`config.mk`:
```
export PLATFORM = sky130hd
export DESIGN_NAME = message_fragment_reassembly_table
export DESIGN_NICKNAME = d
export VERILOG_FILES = /design/src/hdl/mfrt_pkg.sv /design/src/hdl/mfrt_ram.sv /design/src/hdl/message_fragment_reassembly_table.sv
export SDC_FILE = /design/constraint.sdc
export NUM_CORES = 2
export LEC_CHECK = 0
export ABC_AREA = 1
export BUFFER_PORTS_ARGS = -buffer_cell sky130_fd_sc_hd__buf_2
export CAP_MARGIN = 15
export CELL_PAD_IN_SITES_DETAIL_PLACEMENT = 2
export CELL_PAD_IN_SITES_GLOBAL_PLACEMENT = 2
export CORE_MARGIN = 4
export CORE_UTILIZATION = 43
export CTS_BUF_LIST = sky130_fd_sc_hd__clkbuf_8 sky130_fd_sc_hd__clkbuf_16
export CTS_CLUSTER_DIAMETER = 80
export DETAILED_ROUTE_END_ITERATION = 10
export GPL_ROUTABILITY_DRIVEN = 0
export PLACE_DENSITY_LB_ADDON = 0.1
export SYNTH_ARGS = -nofsm -noshare
export SYNTH_HDL_FRONTEND = slang
export SYNTH_SLANG_ARGS = --single-unit
```
`constraint.sdc`:
```
create_clock -name i_clk -period 34.5 [get_ports i_clk]
set_input_delay 3.45 -clock i_clk [delete_from_list [all_inputs] [get_ports i_clk]]
set_output_delay 3.45 -clock i_clk [all_outputs]
set_load 0.01 [all_outputs]
```
`src/hdl/mfrt_pkg.sv`:
```
// Package: shared types, constants and codes for the fragment reassembly table.
package mfrt_pkg;

    localparam int GROUPS_DEF  = 5;
    localparam int PARTS_DEF   = 10;
    localparam logic [31:0] TIMEOUT_RESET = 32'd30000;

    localparam logic [2:0] KIND_SINGLE   = 3'd0;
    localparam logic [2:0] KIND_STORED   = 3'd1;
    localparam logic [2:0] KIND_DUP      = 3'd2;
    localparam logic [2:0] KIND_RANGE    = 3'd3;
    localparam logic [2:0] KIND_COMPLETE = 3'd4;
    localparam logic [2:0] KIND_TIMEOUT  = 3'd5;

    typedef enum logic [3:0] {
        ST_IDLE,
        ST_CLEAR,
        ST_SCAN_RD,
        ST_SCAN_CHK,
        ST_PICK,
        ST_UPDATE,
        ST_STATUS,
        ST_READOUT,
        ST_WRCLR,
        ST_MARK_RD,
        ST_MARK_CHK,
        ST_TICK_RD,
        ST_TICK_CHK
    } t_state;

endpackage

```
`src/hdl/mfrt_ram.sv`:
```
// Generic simple dual-port RAM (one write port, one read port) with registered read.
module mfrt_ram #(
    parameter int WIDTH = 8,
    parameter int DEPTH = 4
) (
    input  logic                                          i_clk,
    input  logic                                          i_we,
    input  logic [((DEPTH > 1) ? $clog2(DEPTH) : 1)-1:0] i_waddr,
    input  logic [WIDTH-1:0]                              i_wdata,
    input  logic [((DEPTH > 1) ? $clog2(DEPTH) : 1)-1:0] i_raddr,
    output logic [WIDTH-1:0]                              o_rdata
);
    logic [WIDTH-1:0] r_mem [DEPTH];
    logic [WIDTH-1:0] r_rdata;

    always_ff @(posedge i_clk) begin
        if (i_we) begin
            r_mem[i_waddr] <= i_wdata;
        end
        r_rdata <= r_mem[i_raddr];
    end

    assign o_rdata = r_rdata;
endmodule

```
`src/hdl/message_fragment_reassembly_table.sv`:
```
// Top level: multi-part message reassembly table with a group memory and a sequencer.
//
//  channel   | dir | handshake               | payload
//  s_axis    | in  | s_axis_tvalid/tready    | tdata: ref, sender, part, total; tuser: command
//  m_axis    | out | m_axis_tvalid/tready    | tdata: slot..sender; tuser: kind; tlast: last
//  cfg       | in  | i_cfg_valid/o_cfg_ready | timeout limit in ticks
//
// One item at a time. After reset a clearing pass over all GROUPS slots runs before the
// first beat is taken. A single answers in the cycle after its beat is taken. A part
// is accepted, then slots are scanned (up to the matching slot, else all GROUPS), then
// pick, update and status steps run, then a complete group is read out part by part.
// A tick is accepted, then a marking pass and a flush pass run over every group, with
// the readout beats and one further step for each group flushed. A stalled output
// holds the sequencer; s_axis_tready stays low until the last result of the item has
// left the output register.
module message_fragment_reassembly_table
    import mfrt_pkg::*;
#(
    parameter int GROUPS = GROUPS_DEF,
    parameter int PARTS  = PARTS_DEF
) (
    input  logic         i_clk,
    input  logic         i_rst_n,
    input  logic         s_axis_tvalid,
    output logic         s_axis_tready,
    input  logic [95:0]  s_axis_tdata,   // ref[15:0], sender[79:16], part[87:80], total[95:88]
    input  logic         s_axis_tuser,   // command
    output logic         m_axis_tvalid,
    input  logic         m_axis_tready,
    output logic [87:0]  m_axis_tdata,   // slot[2:0], part_index[6:3], present[7], group_ref[23:8], group_sender[87:24]
    output logic [2:0]   m_axis_tuser,   // kind
    output logic         m_axis_tlast,
    input  logic         i_cfg_valid,
    output logic         o_cfg_ready,
    input  logic [31:0]  i_cfg_data
);
    localparam int GW = (GROUPS > 1) ? $clog2(GROUPS) : 1;
    localparam int PW = $clog2(PARTS + 1);
    localparam int IW = $clog2(PARTS);
    // entry: used, ref, sender, total, received, start, seen
    localparam int EW = 1 + 16 + 64 + PW + PW + 32 + PARTS;

    typedef struct packed {
        logic             used;
        logic [15:0]      ref_num;
        logic [63:0]      sender;
        logic [PW-1:0]    total;
        logic [PW-1:0]    rcvd;
        logic [31:0]      start;
        logic [PARTS-1:0] seen;
    } t_entry;

    t_state r_state, n_state;
    logic [31:0]   r_timeout, r_now, n_now;
    logic [GW-1:0] r_g, n_g;          // scan index
    logic [GW-1:0] r_sel, n_sel;      // chosen slot
    logic          r_found, n_found, r_free, n_free;
    logic [GW-1:0] r_best, n_best;
    logic [31:0]   r_best_t, n_best_t;
    logic [IW-1:0] r_i, n_i;
    logic [2:0]    r_rkind, n_rkind;
    t_entry        r_ent, n_ent;
    logic [GROUPS-1:0] r_mask, n_mask; // groups due for a timeout flush on this tick
    logic [15:0]   r_ref;
    logic [63:0]   r_snd;
    logic [7:0]    r_part, r_total;
    logic          n_cmd_ld;

    logic          r_ov, n_ov;
    logic [2:0]    r_okind, n_okind;
    logic [2:0]    r_oslot, n_oslot;
    logic [3:0]    r_oidx, n_oidx;
    logic          r_opres, n_opres, r_olast, n_olast;
    logic [15:0]   r_oref, n_oref;
    logic [63:0]   r_osnd, n_osnd;

    logic          we;
    logic [GW-1:0] waddr, raddr;
    t_entry        wdata, rdata;
    logic [EW-1:0] rraw;

    mfrt_ram #(.WIDTH(EW), .DEPTH(GROUPS)) u_ram (
        .i_clk(i_clk), .i_we(we), .i_waddr(waddr), .i_wdata(wdata),
        .i_raddr(raddr), .o_rdata(rraw)
    );
    assign rdata = t_entry'(rraw);

    assign o_cfg_ready   = 1'b1;
    assign s_axis_tready = (r_state == ST_IDLE) && !r_ov;
    assign m_axis_tvalid = r_ov;
    assign m_axis_tuser  = r_okind;
    assign m_axis_tlast  = r_olast;
    assign m_axis_tdata  = {r_osnd, r_oref, r_opres, r_oidx, r_oslot};

    logic out_free;
    assign out_free = !r_ov || m_axis_tready;

    logic [PW-1:0] clamp;
    logic [IW-1:0] pidx;
    logic          last_g;
    always_comb begin
        clamp  = (r_total > 8'(PARTS)) ? PW'(PARTS) : PW'(r_total);
        pidx   = IW'(r_part - 8'd1);
        last_g = (r_g == GW'(GROUPS - 1));
    end

    // any group above the current slot also due for flushing
    logic later_flush;
    always_comb begin
        later_flush = 1'b0;
        for (int k = 0; k < GROUPS; k++) begin
            if ((GW'(k) > r_g) && r_mask[k]) begin
                later_flush = 1'b1;
            end
        end
    end

    always_comb begin
        n_state = r_state; n_now = r_now; n_g = r_g; n_sel = r_sel;
        n_found = r_found; n_free = r_free; n_best = r_best; n_best_t = r_best_t;
        n_i = r_i; n_rkind = r_rkind; n_ent = r_ent; n_cmd_ld = 1'b0;
        n_mask = r_mask;
        n_ov = r_ov && !m_axis_tready;
        n_okind = r_okind; n_oslot = r_oslot; n_oidx = r_oidx; n_opres = r_opres;
        n_olast = r_olast; n_oref = r_oref; n_osnd = r_osnd;
        we = 1'b0; waddr = r_g; wdata = '0; raddr = r_g;
        case (r_state)
            ST_CLEAR: begin
                we = 1'b1;
                n_g = r_g + 1'b1;
                if (last_g) begin
                    n_state = ST_IDLE;
                end
            end
            ST_IDLE: begin
                n_g = '0;
                raddr = '0;
                if (s_axis_tvalid && s_axis_tready) begin
                    n_cmd_ld = 1'b1;
                    n_found = 1'b0; n_free = 1'b0;
                    if (s_axis_tuser) begin
                        n_now = r_now + 32'd1;
                        n_state = ST_MARK_RD;
                    end else if (s_axis_tdata[95:88] <= 8'd1 || s_axis_tdata[87:80] == 8'd0) begin
                        n_ov = 1'b1; n_okind = KIND_SINGLE; n_oslot = '0; n_oidx = '0;
                        n_opres = 1'b0; n_oref = '0; n_osnd = '0; n_olast = 1'b1;
                    end else begin
                        n_state = ST_SCAN_RD;
                    end
                end
            end
            ST_SCAN_RD: begin
                n_state = ST_SCAN_CHK;
            end
            ST_SCAN_CHK: begin
                // first match wins; else first free; else oldest start
                if (rdata.used && rdata.ref_num == r_ref && rdata.sender == r_snd) begin
                    n_found = 1'b1; n_sel = r_g;
                    n_state = ST_PICK;
                end else begin
                    if (!rdata.used && !r_free) begin
                        n_free = 1'b1; n_best = r_g;
                    end else if (!r_free && rdata.used &&
                                 (r_g == '0 || rdata.start < r_best_t)) begin
                        n_best = r_g; n_best_t = rdata.start;
                    end
                    n_g = r_g + 1'b1;
                    n_state = last_g ? ST_PICK : ST_SCAN_RD;
                end
                raddr = r_g + 1'b1;
            end
            ST_PICK: begin
                if (!r_found) begin
                    n_sel = r_best;
                end
                raddr = r_found ? r_sel : r_best;
                n_state = ST_UPDATE;
            end
            ST_UPDATE: begin
                if (r_found) begin
                    n_ent = rdata;
                end else begin
                    n_ent = '0; n_ent.used = 1'b1; n_ent.ref_num = r_ref;
                    n_ent.sender = r_snd; n_ent.total = clamp; n_ent.start = r_now;
                end
                if (r_part > 8'(PARTS)) begin
                    n_rkind = KIND_RANGE;
                end else if (n_ent.seen[pidx]) begin
                    n_rkind = KIND_DUP;
                end else begin
                    n_rkind = KIND_STORED;
                    n_ent.seen[pidx] = 1'b1;
                    n_ent.rcvd = n_ent.rcvd + 1'b1;
                end
                n_state = ST_STATUS;
            end
            ST_STATUS: begin
                if (out_free) begin
                    n_ov = 1'b1; n_okind = r_rkind; n_oslot = 3'(r_sel);
                    n_oidx = (r_rkind == KIND_RANGE) ? 4'd0 : 4'(pidx);
                    n_opres = (r_rkind != KIND_RANGE);
                    n_oref = r_ref; n_osnd = r_snd;
                    n_i = '0;
                    waddr = r_sel; we = 1'b1;
                    if (r_ent.rcvd >= r_ent.total) begin
                        n_olast = (r_ent.total == '0);
                        n_rkind = KIND_COMPLETE;
                        wdata = '0;
                        n_state = (r_ent.total == '0) ? ST_IDLE : ST_READOUT;
                    end else begin
                        n_olast = 1'b1;
                        wdata = r_ent;
                        n_state = ST_IDLE;
                    end
                end
            end
            ST_READOUT: begin
                if (out_free) begin
                    n_ov = 1'b1; n_okind = r_rkind; n_oslot = 3'(r_sel);
                    n_oidx = 4'(r_i); n_opres = r_ent.seen[r_i];
                    n_oref = r_ent.ref_num; n_osnd = r_ent.sender;
                    n_i = r_i + 1'b1;
                    n_olast = 1'b0;
                    if (PW'(r_i) + 1'b1 >= r_ent.total) begin
                        n_olast = (r_rkind == KIND_COMPLETE) || !r_free;
                        n_state = (r_rkind == KIND_COMPLETE) ? ST_IDLE : ST_WRCLR;
                    end
                end
            end
            ST_WRCLR: begin
                // timeout group already cleared; move to next slot
                n_g = r_g + 1'b1;
                raddr = r_g + 1'b1;
                n_state = last_g ? ST_IDLE : ST_TICK_RD;
            end
            ST_MARK_RD: begin
                n_state = ST_MARK_CHK;
            end
            ST_MARK_CHK: begin
                // flag every aged group first so the final flushed beat can carry last
                n_mask[r_g] = rdata.used && ((r_now - rdata.start) >= r_timeout);
                n_g = r_g + 1'b1;
                raddr = r_g + 1'b1;
                n_state = ST_MARK_RD;
                if (last_g) begin
                    n_g = '0;
                    raddr = '0;
                    n_state = ST_TICK_RD;
                end
            end
            ST_TICK_RD: begin
                n_state = ST_TICK_CHK;
            end
            ST_TICK_CHK: begin
                // r_free marks: a later slot is flagged too, so hold off last
                if (r_mask[r_g]) begin
                    we = 1'b1; wdata = '0; waddr = r_g;
                    n_ent = rdata; n_sel = r_g; n_i = '0; n_rkind = KIND_TIMEOUT;
                    n_free = later_flush;
                    n_state = (rdata.total == '0) ? ST_WRCLR : ST_READOUT;
                end else begin
                    n_g = r_g + 1'b1;
                    raddr = r_g + 1'b1;
                    n_state = last_g ? ST_IDLE : ST_TICK_RD;
                end
            end
            default: n_state = ST_IDLE;
        endcase
    end

    always_ff @(posedge i_clk) begin
        if (!i_rst_n) begin
            r_state <= ST_CLEAR; r_timeout <= TIMEOUT_RESET; r_now <= '0;
            r_g <= '0; r_ov <= 1'b0; r_found <= 1'b0; r_free <= 1'b0;
        end else begin
            r_state <= n_state; r_now <= n_now; r_g <= n_g;
            r_ov <= n_ov; r_found <= n_found; r_free <= n_free;
            if (i_cfg_valid) begin
                r_timeout <= i_cfg_data;
            end
        end
    end

    always_ff @(posedge i_clk) begin
        r_sel <= n_sel; r_best <= n_best; r_best_t <= n_best_t; r_i <= n_i;
        r_rkind <= n_rkind; r_ent <= n_ent; r_mask <= n_mask;
        r_okind <= n_okind; r_oslot <= n_oslot; r_oidx <= n_oidx; r_opres <= n_opres;
        r_olast <= n_olast; r_oref <= n_oref; r_osnd <= n_osnd;
        if (n_cmd_ld) begin
            r_ref <= s_axis_tdata[15:0];
            r_snd <= s_axis_tdata[79:16]; r_part <= s_axis_tdata[87:80];
            r_total <= s_axis_tdata[95:88];
        end
    end
endmodule
```
### Word-level counts from Yosys, hierarchy flattened

Memory sizes are Yosys's and may differ from the RTL's. A register that Yosys moved wholly into a read port is not among the register bits.
Index checks and enable logic that the tools add are counted.

* register bits: 443
* memory bits (writable): 655
* bits of input ports: 134
* output and inout port bits: 95
* logic and storage cells: 272
* memories: 1

* $add $sub $neg: 6
* magnitude comparators: 17
* eq/ne operators: 32
* mux-type cells: 127
* bitwise operators: 3
* reduce and logical (&&, ||, !) cells: 55

Memories
* u_ram.r_mem: depth 5, width 131, rd ports 1, clocked after memory_dff 1, write ports 1, line mfrt_ram.sv:13 `logic [WIDTH-1:0] r_mem [DEPTH];`

Operators with widths (number)
* 131-bit two-way mux: 6
* 64-bit two-way mux: 5
* 131-bit one-hot mux with 2 select lines: 1
* 64-bit one-hot mux with 3 select lines: 1
* 4-bit two-way mux: 23
* 16-bit two-way mux: 5
* 3-bit two-way mux: 22
* 64-bit equality test: 1
* 4-bit one-hot mux with 13 select lines: 1
* 16-bit one-hot mux with 3 select lines: 1
* 1-bit two-way mux: 37
* 32-bit by 1-bit adder with 32-bit output (second input constant): 1
* 32-bit greater-or-equal comparator: 1
* 32-bit < comparator: 1
* 32-bit subtractor: 1
* 3-bit one-hot mux with 5 select lines: 2
* 4-bit one-hot mux with 3 select lines: 2
* 4-bit equality test (second input constant): 5
* 10-bit two-way mux: 2
* 2-bit != test (second input constant): 10
* 3-bit one-hot mux with 3 select lines: 2
* 16-bit equality test: 1
* 4-bit by 3-bit equality test with 1-bit output (second input constant): 4
* 8-bit by 4-bit greater-than comparator with 1-bit output (second input constant): 2
* 45 further kinds: 103

### Longest topological paths before layout

* depth after elaboration: 9
* gate-level depth with buffers: 24
* depth with buffers taken out: 24

### Hierarchy

Synthesis repeated with hierarchy kept, for this count alone.

* cell total of the unflattened synthesis: 5535
* area total of the unflattened synthesis: 54379.7 µm²

By module, submodules not included
* mfrt_ram: instances 1, cells an instance 2749, area each 30143.9 µm², sequential area each 22291.4 µm²
* message_fragment_reassembly_table: instances 1, cells an instance 2786, area each 24235.7 µm², sequential area each 12562.0 µm²

### Worst setup path after synthesis

Ideal clock, no wire load.

* path kind: in2reg
* start point: in m_axis_tready
* end point: mem u_ram.r_mem[0][0] (netlist name), enable pin
* arrival: 13.053 ns
* path slack: 20.665 ns
* cell stages on the path: 5
* path buffers: 0
* path through: nor2_1 -> nor2_4 -> o21ai_0 -> nand2_1 -> nor3_1

* cells in the longest elaborated chain, start to end: 5

RTL lines
* from (decl): line message_fragment_reassembly_table.sv:29 `input logic m_axis_tready,`
* 1-bit logical OR *: line message_fragment_reassembly_table.sv:96 `assign out_free = !r_ov || m_axis_tready;`
* 1-bit two-way mux: line message_fragment_reassembly_table.sv:198 `if (out_free) begin`
* 1-bit one-hot mux with 3 select lines: line message_fragment_reassembly_table.sv:127 `case (r_state)`
* 1-bit two-way mux: line mfrt_ram.sv:17 `if (i_we) begin`
* 1-bit two-way mux (not written as such): line mfrt_ram.sv:18 `r_mem[i_waddr] <= i_wdata;`
* to (decl): line mfrt_ram.sv:13

Mark *: on every way between the ends. The rest lies on a longest branch, timed or not.

### Worst setup path after layout

* start point: in m_axis_tready
* end point: mem u_ram.r_mem[2][86] (netlist name), enable pin

The elaborated chain is that of the path after synthesis.

==> flow_summary.yaml <==
outcome:
  outcome: "completed"
finish:
  stdcell_count: 7497
  fin_nets: 5979
  syn_to_final_growth_pct: 12.4
  postLayoutCoreUtil: 0.488
  drive_gt1_frac: 0.0855
clock_network:
  h-tree-depth: 4
  holdBufCountCts: 0
  cts_setup_buffers: 0
  ctsResizeCount: 0
  clockBufferDepth: 3
  path_clk_slew_ps: 70
  clkLatencyLatePin_ps: 780
  clockRootBuffer: "clkbuf_16"
  cts_buffers: 136
  cts_tree: "yes"
  clock-sinks: 1229
worst_hold_path:
  hp-start: "u_ram.r_mem[4][36]$_DFFE_PP_"
  hp-class: "reg2reg"
yosys:
  ys_warn_count: 0
  syn_area_per_cell_um2: 9.84
  synthTopCellsByArea: "edfxtp_1, nand2_1, dfxtp_1"
  syn_nets: 5806
  synthArstFlopShare: 0
  syn_area_um2: 54700
  synth_edf_count: 1024
  ys_ff_latch: 1229
  seq_area_frac_synth: 0.637
  ys.flop_type: "edfxtp_1"
  yosysTopAreaCell: "edfxtp_1"
  syn_inst: 5559
  yosysTopAreaCellShare: 0.562
  yosysUniqueCellTypes: 47
sta:
  maxSlewHeadroom: 0.226
  maxSlewViolCount: 0
  worst_slew_pin_slew_ps: 1160
  finalCriticalPeriod_ps: 6920
  hold_viol: 0
  setup_viol: 0
  fin_crit_sh: 0.201
  fmax_mhz: 144
  tns_ps: 0
  rsz0062_at_grt: "no"
  clock-skew-final_ps: 34.9
  whs_ps: 438
global_route:
  grt_pass1_wl_mm: 297
  antenna_found_initial: 8
  grt_max_degree: 187
  grt_pass1_vias: 46300
  grt.total_usage: 0.300
  grt_overflow: 0
critical_path:
  worstPathArrival_ps: 7310
  worst_path_most_repeated_cell: "buf_4"
  cp-end-kind: "flop"
  slowest_delay_ps: 800
  worst_r2r_startpoint: "r_state[1]$_SDFFE_PN0P_"
  critPathBufInv: 6
  crit_chain: "buf_2 -> nor2_1 -> nor2_4 -> buf_4 -> inv_4 -> o21ai_1 -> inv_1 -> nor2_4 -> buf_4 -> buf_4"
  cp_max_fo: 50
  required_ps: 34890
  crit_start: "m_axis_tready"
  worstSetupPathType: "in2reg"
  cp_slowest_cell: "buf_4"
  cp-start-kind: "input port"
  crit_family: "buffers and inverters"
placement:
  dp.cells: 7244
  hpwl_mm: 124
  port-buffer-count: 227
floorplan:
  die-area_um2: 133000
  start_util: 0.434
  placeableCoreArea_um2: 126000
  fp-row-count: 130
  ioPinCount: 229
  die_height_um: 365
  chipWidth_um: 365
run:
  cap_viol_max_count: 0
pwr:
  p_leak_nw: 27.1
  ir_drop_mv: 0.0882
  p_per_area_nw_per_um2: 86.6
route:
  drc: 0
  wl_per_cell_um: 26.8
  routed_wirelength_mm: 201
  dr.pass1.iters: 6
  detail-route-antenna-nets: 0
  vias: 42000
  drt_iter0_markers: 3742
  vias_per_cell: 5.60
path summary, 6_finish.rpt:
kind,cells past startpoint,slack (ps),end
max,10,27580,u_ram.r_mem[2][86]$_DFFE_PP_
min,2,440,u_ram.o_rdata[36]$_DFF_P_
max reg2reg,13,28600,u_ram.r_mem[2][86]$_DFFE_PP_
min reg2reg,2,440,u_ram.o_rdata[36]$_DFF_P_
worst reg2reg max path: cells and delay by family, from the launching register on:
family          cells  cell delay (ps)
compound gates      1              530
buf+inv             8             3340
flops               1              440
simple gates        4             1190
final cells by class:
cell class,instances,area [µm²]
repair buffers,270,1520
well taps,1650,2060
multi-input cells,3085,15000
inverters,1010,3810
clock buffers,151,3690
clock inverters,100,554
diodes,2,5.00
fillers,13000,64400
flip-flops and latches,1229,34900
cells in the final DEF (no fill, tap or decap), types with 8 or more instances in the layout:
cell type	instances
a31oi_1	8
nand3_1	578
nand4_1	22
clkbuf_8	8
o21ai_0	248
buf_2	227
a21o_1	8
nand2_1	1397
a21oi_1	144
o22ai_1	77
dfxtp_1	205
inv_1	1036
buf_4	38
clkbuf_16	143
ha_1	112
xor2_1	33
xnor2_1	18
nor2_1	205
o211ai_1	9
nor2_4	9
clkinv_1	25
nor3_1	138
edfxtp_1	1024
clkinv_2	25
nor4_1	9
report_power, final:
part | switching (W) | internal (W)
clock | 0.000615 | 0.000789
combinational | 0.00135 | 0.000433
sequential | 0.000156 | 0.00198
total | 0.00212 | 0.00320
state kept, by name, summed over array words and instances, names as in the netlist, 4 cells and up:
name and cells:
r_i 4, r_timeout 32, r_state 4, r_total 8
r_oidx 4, r_mask 5, r_part 8, u_ram.o_rdata 131
r_oref 16, r_best_t 32, u_ram.r_mem 655, r_ent 131
r_snd 64, r_now 32, r_ref 16, r_osnd 64
logic make-up (layout without fill, tap and decap cells):
group / Yosys count / count (layout) / synth area share
XOR/XNOR: 51 / 51 / 0.00817
flip-flops: 1229 / 1229 / 0.637
other: 1 / 3 / 0.0000686
AND/OR/NAND/NOR: 2387 / 2387 / 0.184
adder cells (fa/ha/maj): 113 / 113 / 0.0260
buffers and inverters: 1245 / 1531 / 0.0910
AO/OA/AOI/OAI: 533 / 533 / 0.0534
per-layer routing:
layer  GRT usage  wire, µm
met4       0.101      6300
met1       0.386     84100
met2       0.521     99600
met5           0        41
met3      0.0438     11100
through the flow:
step / area [µm²] / setup slack [ps] / total power, W
floorplan: 54700 / 20670 / 0.00325
global placement: 57200 / 26830 / 0.00375
detailed placement: 57200 / 26810 / 0.00389
CTS: 61500 / 27650 / 0.00535
global route: 61500 / 27480 / 0.00561
finish: 61500 / 27580 / 0.00532
Yosys cell counts, drive strengths merged, types with 2 or more instances:
cell type / number
nor3: 142
nor2: 217
nand4: 22
a21oi: 144
edfxtp: 1024
o22ai: 77
nand3b: 6
and3: 2
o31ai: 3
xor2: 33
a31oi: 8
dfxtp: 205
a21boi: 3
a211oi: 7
ha: 112
buf: 140
inv: 1009
a221oi: 4
or2: 2
o211ai: 10
clkbuf: 95
o21a: 3
xnor2: 18
nand2: 1405
o2111ai: 2
nand3: 581
a21o: 8
o21ai: 255
nor4: 9
o221ai: 4
o21bai: 3
Power figures use the tool's default switching activity.
